--- src/rtl/ous_pkg.sv ---
// Shared definitions for the ordered unique-set store: field widths, default
// sizes, command and status codes. Used by the interfaces and all modules.
package ous_pkg;

  localparam int OUS_CAPACITY      = 16;
  localparam int OUS_ELEMENT_WIDTH = 32;

  localparam int CMD_W    = 3;
  localparam int DATA_W   = 32;
  localparam int POS_W    = 5;
  localparam int STATUS_W = 2;
  localparam int COUNT_W  = 5;

  localparam logic [DATA_W-1:0] READ_MISS = '1;

  typedef enum logic [CMD_W-1:0] {
    CMD_APPEND   = 3'd0,
    CMD_INSERT   = 3'd1,
    CMD_REMOVE   = 3'd2,
    CMD_READ     = 3'd3,
    CMD_CONTAINS = 3'd4,
    CMD_SCALE    = 3'd5,
    CMD_SUM      = 3'd6
  } command_t;

  typedef enum logic [STATUS_W-1:0] {
    ST_OK    = 2'd0,
    ST_DUP   = 2'd1,
    ST_FULL  = 2'd2,
    ST_RANGE = 2'd3
  } status_t;

  typedef struct packed {
    logic shift;
    logic reverse;
  } ous_shift_t;

endpackage

--- src/rtl/ous_cmd_if.sv ---
// Request channel of the ordered unique-set store.
// Depends on ous_pkg for the field widths.
interface ous_cmd_if import ous_pkg::*; ();
  logic                     valid;
  logic                     ready;
  logic [CMD_W-1:0]         command;
  logic signed [DATA_W-1:0] element;
  logic [POS_W-1:0]         position;

  modport source (output valid, command, element, position, input ready);
  modport sink   (input valid, command, element, position, output ready);
endinterface

--- src/rtl/ous_res_if.sv ---
// Result channel of the ordered unique-set store.
// Depends on ous_pkg for the field widths.
interface ous_res_if import ous_pkg::*; ();
  logic                     valid;
  logic                     ready;
  logic signed [DATA_W-1:0] result_value;
  logic                     found;
  logic [STATUS_W-1:0]      status;
  logic [COUNT_W-1:0]       count;

  modport source (output valid, result_value, found, status, count, input ready);
  modport sink   (input valid, result_value, found, status, count, output ready);
endinterface

--- src/rtl/ordered_unique_set_store.sv ---
// Ordered unique-set store: an ordered list of up to CAPACITY distinct elements
// held in a ring of cells that rotates one position per cycle while a request is
// being worked, past a head cell where all comparing, multiplying, summing and
// insertion happens; remove turns the ring the other way past the tail cell.
// Append and insert make one rotation for the duplicate check and one to place
// the element; remove, read, contains, scale and sum make one rotation; a remove
// or read out of range and an unused code finish without any rotation, and a
// rejected insert finishes after its check. A finished result waits in an output
// register, so the next request is taken while it is pending. Depends on ous_pkg,
// the two channel interfaces and ous_chain.
module ordered_unique_set_store import ous_pkg::*; #(
  parameter int CAPACITY      = OUS_CAPACITY,
  parameter int ELEMENT_WIDTH = OUS_ELEMENT_WIDTH
) (
  input logic      clk,
  input logic      rst,
  ous_cmd_if.sink  cmd,
  ous_res_if.source res
);

  localparam int KW = $clog2(CAPACITY);
  localparam int CW = $clog2(CAPACITY + 1);
  localparam int PW = (CW > POS_W) ? CW : POS_W;

  typedef enum logic [2:0] {S_IDLE, S_SCAN, S_FWD, S_REV, S_DONE} state_t;

  state_t                   state;
  command_t                 op;
  status_t                  st;
  logic [KW-1:0]            k;
  logic [CW-1:0]            count;
  logic [CW-1:0]            p;
  logic [POS_W-1:0]         pos;
  logic [ELEMENT_WIDTH-1:0] elem;
  logic [ELEMENT_WIDTH-1:0] carry;
  logic [ELEMENT_WIDTH-1:0] acc;
  logic                     hit;

  logic                     out_valid;
  logic [DATA_W-1:0]        out_value;
  logic                     out_found;
  logic [STATUS_W-1:0]      out_status;
  logic [COUNT_W-1:0]       out_count;

  ous_shift_t               ctrl;
  logic [ELEMENT_WIDTH-1:0] feed;
  logic [ELEMENT_WIDTH-1:0] head_fwd;
  logic [ELEMENT_WIDTH-1:0] head_rev;
  logic [ELEMENT_WIDTH-1:0] prod;
  logic [ELEMENT_WIDTH-1:0] elem_in;
  logic [KW-1:0]            rev_idx;
  logic [CW-1:0]            k_ext;
  logic [PW-1:0]            count_w;
  logic [PW-1:0]            pos_w;
  logic                     last_step;
  logic                     is_insert;
  logic                     in_range_in;
  logic                     hit_now;

  ous_chain #(.CAPACITY(CAPACITY), .ELEMENT_WIDTH(ELEMENT_WIDTH)) u_chain (
    .clk      (clk),
    .ctrl     (ctrl),
    .feed     (feed),
    .head_fwd (head_fwd),
    .head_rev (head_rev)
  );

  assign elem_in     = ELEMENT_WIDTH'(cmd.element);
  assign prod        = head_fwd * elem;
  assign last_step   = (k == KW'(CAPACITY - 1));
  assign rev_idx     = KW'(CAPACITY - 1) - k;
  assign k_ext       = CW'(k);
  assign count_w     = PW'(count);
  assign pos_w       = PW'(pos);
  assign is_insert   = (op == CMD_APPEND) || (op == CMD_INSERT);
  assign in_range_in = PW'(cmd.position) < count_w;
  assign hit_now     = hit || ((k_ext < count) && (head_fwd == elem));

  always_comb begin
    ctrl.shift   = 1'b0;
    ctrl.reverse = 1'b0;
    feed         = head_fwd;
    unique case (state)
      S_SCAN: begin
        ctrl.shift = 1'b1;
      end
      S_FWD: begin
        ctrl.shift = 1'b1;
        if (op == CMD_SCALE) begin
          feed = prod;
        end else if (is_insert) begin
          if (k_ext < p) begin
            feed = head_fwd;
          end else if (k_ext == p) begin
            feed = elem;
          end else begin
            feed = carry;
          end
        end
      end
      S_REV: begin
        ctrl.shift   = 1'b1;
        ctrl.reverse = 1'b1;
        feed         = (CW'(rev_idx) < p) ? head_rev : carry;
      end
      default: begin
      end
    endcase
  end

  always_ff @(posedge clk) begin
    if (rst) begin
      state     <= S_IDLE;
      count     <= '0;
      out_valid <= 1'b0;
    end else begin
      if (out_valid && res.ready && state != S_DONE) begin
        out_valid <= 1'b0;
      end
      unique case (state)
        S_IDLE: begin
          if (cmd.valid) begin
            op   <= command_t'(cmd.command);
            elem <= elem_in;
            pos  <= cmd.position;
            k    <= '0;
            acc  <= '0;
            unique case (command_t'(cmd.command))
              CMD_APPEND, CMD_INSERT, CMD_CONTAINS: begin
                hit   <= 1'b0;
                st    <= ST_OK;
                state <= S_SCAN;
              end
              CMD_REMOVE: begin
                hit <= 1'b0;
                if (in_range_in) begin
                  st    <= ST_OK;
                  p     <= CW'(cmd.position);
                  state <= S_REV;
                end else begin
                  st    <= ST_RANGE;
                  state <= S_DONE;
                end
              end
              CMD_READ: begin
                if (in_range_in) begin
                  hit   <= 1'b1;
                  st    <= ST_OK;
                  state <= S_FWD;
                end else begin
                  hit   <= 1'b0;
                  st    <= ST_RANGE;
                  state <= S_DONE;
                end
              end
              CMD_SCALE, CMD_SUM: begin
                hit   <= 1'b0;
                st    <= ST_OK;
                state <= S_FWD;
              end
              default: begin
                hit   <= 1'b0;
                st    <= ST_OK;
                state <= S_DONE;
              end
            endcase
          end
        end
        S_SCAN: begin
          k   <= last_step ? '0 : k + KW'(1);
          hit <= hit_now;
          if (last_step) begin
            if (op == CMD_CONTAINS) begin
              state <= S_DONE;
            end else if (hit_now) begin
              st    <= ST_DUP;
              state <= S_DONE;
            end else if (count >= CW'(CAPACITY)) begin
              st    <= ST_FULL;
              state <= S_DONE;
            end else begin
              p     <= (op == CMD_APPEND || pos_w >= count_w) ? count : CW'(pos);
              state <= S_FWD;
            end
          end
        end
        S_FWD: begin
          k     <= last_step ? '0 : k + KW'(1);
          carry <= head_fwd;
          if (op == CMD_SUM && k_ext < count) begin
            acc <= acc + head_fwd;
          end
          if (op == CMD_READ && PW'(k) == pos_w) begin
            acc <= head_fwd;
          end
          if (last_step) begin
            if (is_insert) begin
              count <= count + CW'(1);
            end
            state <= S_DONE;
          end
        end
        S_REV: begin
          k     <= last_step ? '0 : k + KW'(1);
          carry <= head_rev;
          if (last_step) begin
            count <= count - CW'(1);
            state <= S_DONE;
          end
        end
        S_DONE: begin
          if (!out_valid || res.ready) begin
            out_valid  <= 1'b1;
            out_value  <= (op == CMD_READ && st == ST_RANGE) ? READ_MISS
                                                             : DATA_W'(signed'(acc));
            out_found  <= hit && (op == CMD_CONTAINS || op == CMD_READ);
            out_status <= st;
            out_count  <= COUNT_W'(count);
            state      <= S_IDLE;
          end
        end
        default: begin
          state <= S_IDLE;
        end
      endcase
    end
  end

  assign cmd.ready        = (state == S_IDLE);
  assign res.valid        = out_valid;
  assign res.result_value = out_value;
  assign res.found        = out_found;
  assign res.status       = out_status;
  assign res.count        = out_count;

  a_insert_grows: assert property (@(posedge clk) disable iff (rst)
    (state == S_FWD && is_insert && last_step) |=> count == $past(count) + CW'(1))
    else $error("insert did not grow the count by one");

  a_remove_shrinks: assert property (@(posedge clk) disable iff (rst)
    (state == S_REV && last_step) |=> count == $past(count) - CW'(1))
    else $error("remove did not shrink the count by one");

  a_insert_has_room: assert property (@(posedge clk) disable iff (rst)
    (state == S_FWD && is_insert) |-> count < CW'(CAPACITY))
    else $error("insert placed into a full store");

  a_scan_keeps_count: assert property (@(posedge clk) disable iff (rst)
    (state == S_SCAN) |=> $stable(count))
    else $error("count changed during the membership scan");

endmodule

--- src/rtl/ous_cell.sv ---
// One storage cell of the element ring: holds one entry and loads from its
// left or right neighbor on a shift. Depends on ous_pkg for the control struct.
module ous_cell import ous_pkg::*; #(
  parameter int ELEMENT_WIDTH = OUS_ELEMENT_WIDTH
) (
  input  logic                     clk,
  input  ous_shift_t               ctrl,
  input  logic [ELEMENT_WIDTH-1:0] from_left,
  input  logic [ELEMENT_WIDTH-1:0] from_right,
  output logic [ELEMENT_WIDTH-1:0] q
);

  always_ff @(posedge clk) begin
    if (ctrl.shift) begin
      q <= ctrl.reverse ? from_left : from_right;
    end
  end

endmodule

--- src/rtl/ous_chain.sv ---
// Row of ous_cell instances closed into a ring through the feed input.
// Depends on ous_pkg and ous_cell.
module ous_chain import ous_pkg::*; #(
  parameter int CAPACITY      = OUS_CAPACITY,
  parameter int ELEMENT_WIDTH = OUS_ELEMENT_WIDTH
) (
  input  logic                     clk,
  input  ous_shift_t               ctrl,
  input  logic [ELEMENT_WIDTH-1:0] feed,
  output logic [ELEMENT_WIDTH-1:0] head_fwd,
  output logic [ELEMENT_WIDTH-1:0] head_rev
);

  logic [ELEMENT_WIDTH-1:0] q [CAPACITY];

  for (genvar i = 0; i < CAPACITY; i++) begin : g_cell
    logic [ELEMENT_WIDTH-1:0] left_in;
    logic [ELEMENT_WIDTH-1:0] right_in;

    if (i == 0) begin : g_first
      assign left_in = feed;
    end else begin : g_mid_l
      assign left_in = q[i-1];
    end

    if (i == CAPACITY - 1) begin : g_last
      assign right_in = feed;
    end else begin : g_mid_r
      assign right_in = q[i+1];
    end

    ous_cell #(.ELEMENT_WIDTH(ELEMENT_WIDTH)) u_cell (
      .clk        (clk),
      .ctrl       (ctrl),
      .from_left  (left_in),
      .from_right (right_in),
      .q          (q[i])
    );
  end

  assign head_fwd = q[0];
  assign head_rev = q[CAPACITY-1];

endmodule

--- src/flat_wrapper.sv ---
// flat-port wrapper written by rule: the top's interface ports become plain ports
module ordered_unique_set_store_flat import ous_pkg::*;
#(
  parameter int CAPACITY      = OUS_CAPACITY,
  parameter int ELEMENT_WIDTH = OUS_ELEMENT_WIDTH
)
  (clk, rst, cmd_valid, cmd_command, cmd_element, cmd_position, cmd_ready, res_valid, res_result_value, res_found, res_status, res_count, res_ready);
  ous_cmd_if cmd_i ();
  ous_res_if res_i ();
  input logic clk;
  input logic rst;
  input wire logic [$bits(cmd_i.valid)-1:0] cmd_valid;
  input wire logic [$bits(cmd_i.command)-1:0] cmd_command;
  input wire logic [$bits(cmd_i.element)-1:0] cmd_element;
  input wire logic [$bits(cmd_i.position)-1:0] cmd_position;
  output wire logic [$bits(cmd_i.ready)-1:0] cmd_ready;
  output wire logic [$bits(res_i.valid)-1:0] res_valid;
  output wire logic [$bits(res_i.result_value)-1:0] res_result_value;
  output wire logic [$bits(res_i.found)-1:0] res_found;
  output wire logic [$bits(res_i.status)-1:0] res_status;
  output wire logic [$bits(res_i.count)-1:0] res_count;
  input wire logic [$bits(res_i.ready)-1:0] res_ready;
  assign cmd_i.valid = cmd_valid;
  assign cmd_i.command = cmd_command;
  assign cmd_i.element = cmd_element;
  assign cmd_i.position = cmd_position;
  assign cmd_ready = cmd_i.ready;
  assign res_valid = res_i.valid;
  assign res_result_value = res_i.result_value;
  assign res_found = res_i.found;
  assign res_status = res_i.status;
  assign res_count = res_i.count;
  assign res_i.ready = res_ready;
  ordered_unique_set_store #(.CAPACITY(CAPACITY), .ELEMENT_WIDTH(ELEMENT_WIDTH)) u_core (.clk(clk), .rst(rst), .cmd(cmd_i), .res(res_i));
endmodule
--- config.mk ---
export PLATFORM = sky130hd
export DESIGN_NAME = ordered_unique_set_store_flat
export DESIGN_NICKNAME = d
export VERILOG_FILES = /design/src/rtl/ous_pkg.sv /design/src/rtl/ous_cmd_if.sv /design/src/rtl/ous_res_if.sv /design/src/rtl/ordered_unique_set_store.sv /design/src/rtl/ous_cell.sv /design/src/rtl/ous_chain.sv /design/src/flat_wrapper.sv
export SDC_FILE = /design/constraint.sdc
export NUM_CORES = 2
export LEC_CHECK = 0
export ABC_AREA = 0
export BUFFER_PORTS_ARGS = -buffer_cell sky130_fd_sc_hd__buf_2
export CORE_AREA = 2 2 275 277
export CTS_CLUSTER_SIZE = 14
export DETAILED_ROUTE_END_ITERATION = 10
export DIE_AREA = 0 0 277 279
export GPL_TIMING_DRIVEN = 1
export HOLD_SLACK_MARGIN = 0.15
export PLACE_DENSITY = 0.81
export SETUP_SLACK_MARGIN = 0.1
export SLEW_MARGIN = 30
export SYNTH_ARGS = -nofsm -noshare
export SYNTH_HDL_FRONTEND = slang
export SYNTH_SLANG_ARGS = --single-unit
--- constraint.sdc ---
create_clock -name clk -period 57 [get_ports clk]
set_input_delay 11.4 -clock clk [delete_from_list [all_inputs] [get_ports clk]]
set_output_delay 11.4 -clock clk [all_outputs]
set_load 0.005 [all_outputs]
==> results.sh <==
export IMPL_status="finished, final reports clean"
export IMPL_grt_ovfl_total=0
export IMPL_cts_root_buf="clkbuf_16"
export IMPL_ys_types=66
export IMPL_synth_nets=5602
export IMPL_drive_above_1_share_pct=6.58
export IMPL_dp_slack_ps=42960
export IMPL_seqCellArea_mm2=0.0202
export IMPL_place_congestion=0.978
export IMPL_worst_slew_pin_slew_ps=1050
export IMPL_post_route_period_util_pct=23.5
export IMPL_dp_hpwl_um=79000
export IMPL_cap_violations=0
export IMPL_clockBufferDepth=3
export IMPL_grt_pass1_vias=34517
export IMPL_die_area_mm2=0.0773
export IMPL_cts_reportedPaths_clkPinSlew_ps=60
export IMPL_dr_pass1_iters=6
export IMPL_r2r_end="u_core.u_chain.g_cell[15].u_cell.q[25]$_DFFE_PN_"
export IMPL_cp_startpoint="cmd_position[1]"
export IMPL_fmax_ghz=0.0746
export IMPL_ctsHoldBuffers=0
export IMPL_rr_startpoint="u_core.u_chain.g_cell[0].u_cell.q[17]$_DFFE_PN_"
export IMPL_synth_avg_cell_area_um2=9.66
export IMPL_io_buffer_count=85
export IMPL_cts_buffers=74
export IMPL_critPathCaptureType="register"
export IMPL_cts_sinks=677
export IMPL_multiInputGateArea_mm2=0.0250
export IMPL_grt_max_degree=256
export IMPL_core_rowCount=100
export IMPL_areaGrowthSynthToFinish_pct=8.01
export IMPL_netlist_instances=4954
export IMPL_cts_tree="yes"
export IMPL_final_cell_mix="nand2_1 (1813), edfxtp_1 (668), inv_1 (421)"
export IMPL_final_util_pct=69.8
export IMPL_syn_cell_area_mm2=0.0479
export IMPL_coreArea_mm2=0.0741
export IMPL_track_usage_pct=30.8
export IMPL_min_period_ps=13400
export IMPL_ys_warn_count=0
export IMPL_worstPathArrival_ps=13670
export IMPL_drc=0
export IMPL_rsz0062_at_grt="false"
export IMPL_clock_latency_ps=650
export IMPL_path_class="in2reg"
export IMPL_ys_seq_area_share_pct=42.3
export IMPL_reg2reg_setup_slack_ps=48790
export IMPL_synthFlopType="edfxtp_1"
export IMPL_post_cts_resized=0
export IMPL_fill_cells=5298
export IMPL_setup_violations=0
export IMPL_hold_viol=0
export IMPL_htreeDepth=3
export IMPL_finalSetupTns_ps=0
export IMPL_wl_um=116000
export IMPL_min_to="u_core.res.status[0]$_DFFE_PP_"
export IMPL_required_ps=57270
export IMPL_vias=34744
export IMPL_ys_ff_latch=677
export IMPL_final_common_cell="nand2_1"
export IMPL_initial_core_util_pct=64.6
export IMPL_drtAntennaViolNets=0
export IMPL_min_path_cells=0
export IMPL_hold_path_class="reg2reg"
export IMPL_rr_worst_depth=21
export IMPL_drv_slew=0
export IMPL_worstSetupStartpointType="input port"
export IMPL_nNetsFinal=5559
export IMPL_via_per_inst=5.85
export IMPL_cts_setup_buffers=0
export IMPL_die_y_um=279
export IMPL_whs_ps=444
export IMPL_min_from="u_core.st[0]$_DFFE_PP_"
export IMPL_io_pins=86
export IMPL_antenna_found_initial=2
export IMPL_setup_slack_ps=43600
export IMPL_drtIter0Drc=4009
export IMPL_fp_dieW_um=277
export IMPL_cp_max_fo=6
export IMPL_skew_ps=38.6
export IMPL_async_reset_ff_share_pct=0
export IMPL_relSlewSlack_pct=30.1
export IMPL_synth_edf_count=668
export IMPL_avgRoutedWirePerCell_um=19.6
export IMPL_grt_pass1_wl_um=188000
[state kept, by name (all words and copies together) (netlist names)]
name / cells
u_core.res.found: 1
u_core.state: 3
u_core.res.count: 5
u_core.res.valid: 1
u_core.u_chain.g_cell.u_cell.q: 512
u_core.p: 5
u_core.count: 5
u_core.st: 2
u_core.res.result_value: 32
u_core.acc: 32
u_core.k: 4
u_core.op: 3
u_core.hit: 1
u_core.pos: 5
u_core.res.status: 2
u_core.carry: 32
u_core.elem: 32
[final cells by class]
class / instances / share of cell area (%)
multi-input combinational: 3577 / 48.4
sequential: 677 / 39.2
clock buffer: 89 / 3.69
inverter: 422 / 3.08
tap: 969 / 2.35
timing repair buffer: 159 / 2.14
clock inverter: 48 / 1.14
antenna: 1 / 0.00484
[cells by family (layout without fill, tap and decap cells)]
family | Yosys count | after routing | synth area share [%]
buf+inv | 700 | 718 | 5.52
compound gates | 397 | 397 | 4.94
simple gates | 2368 | 2368 | 21.0
mux | 76 | 76 | 1.59
flops | 677 | 677 | 42.3
xor+xnor | 132 | 132 | 2.44
other cells | 0 | 1 | 0
fa+ha+maj | 604 | 604 | 22.2
[Yosys cell counts (all sizes together), types with 29 or more instances]
| library cell | count | area, um^2 |
|---|---|---|
| xor2 | 44 | 385 |
| fa | 410 | 8210 |
| nand3 | 29 | 145 |
| inv | 422 | 1580 |
| a21o | 29 | 218 |
| edfxtp | 668 | 20100 |
| nand2 | 1813 | 6810 |
| and2 | 302 | 1890 |
| a21oi | 118 | 591 |
| or2 | 39 | 244 |
| ha | 194 | 2430 |
| clkbuf | 256 | 961 |
| xnor2 | 87 | 762 |
| mux2i | 74 | 741 |
| nor2 | 83 | 314 |
| o21ai | 150 | 751 |
[worst max-delay path, cell delays in order]
cell	delay [ps]
buf_2	120
ha_1	280
a21o_1	160
a21o_1	160
a21o_1	170
a21o_1	240
or3_1	370
a221oi_1	770
[per-stage QoR]
| step | instance area (um^2) | std cells |
|---|---|---|
| 6_report | 51700 | 5942 |
| 3_5_place_dp | 49100 | 5796 |
| 4_1_cts | 51600 | 5933 |
| 2_1_floorplan | 47900 | 4954 |
| 3_3_place_gp | 49000 | 5791 |
| 5_1_grt | 51700 | 5941 |
[worst max path at each step]
| stage | to | slack (ps) | cells after the start |
|---|---|---|---|
| after CTS | u_core.p[0]$_DFFE_PP_ | 43620 | 8 |
| after global routing | u_core.p[1]$_DFFE_PP_ | 43450 | 8 |
| after global placement | u_core.p[0]$_DFFE_PP_ | 43010 | 8 |
| after floorplan | u_core.k[0]$_SDFFCE_PP0P_ | 33480 | 5 |
| after detailed placement | u_core.p[0]$_DFFE_PP_ | 42960 | 8 |
| final | u_core.p[0]$_DFFE_PP_ | 43600 | 8 |
[metal layers]
metal / track usage (%) / wire length [um]
met1: 43.6 / 47400
met2: 47.2 / 52400
met3: 6.92 / 12100
met4: 11.5 / 4370
met5: 0 / 10
Power is left out: the tool's default activity adds up to more than one toggle a clock period on the data nets, which glitch-free logic cannot reach.
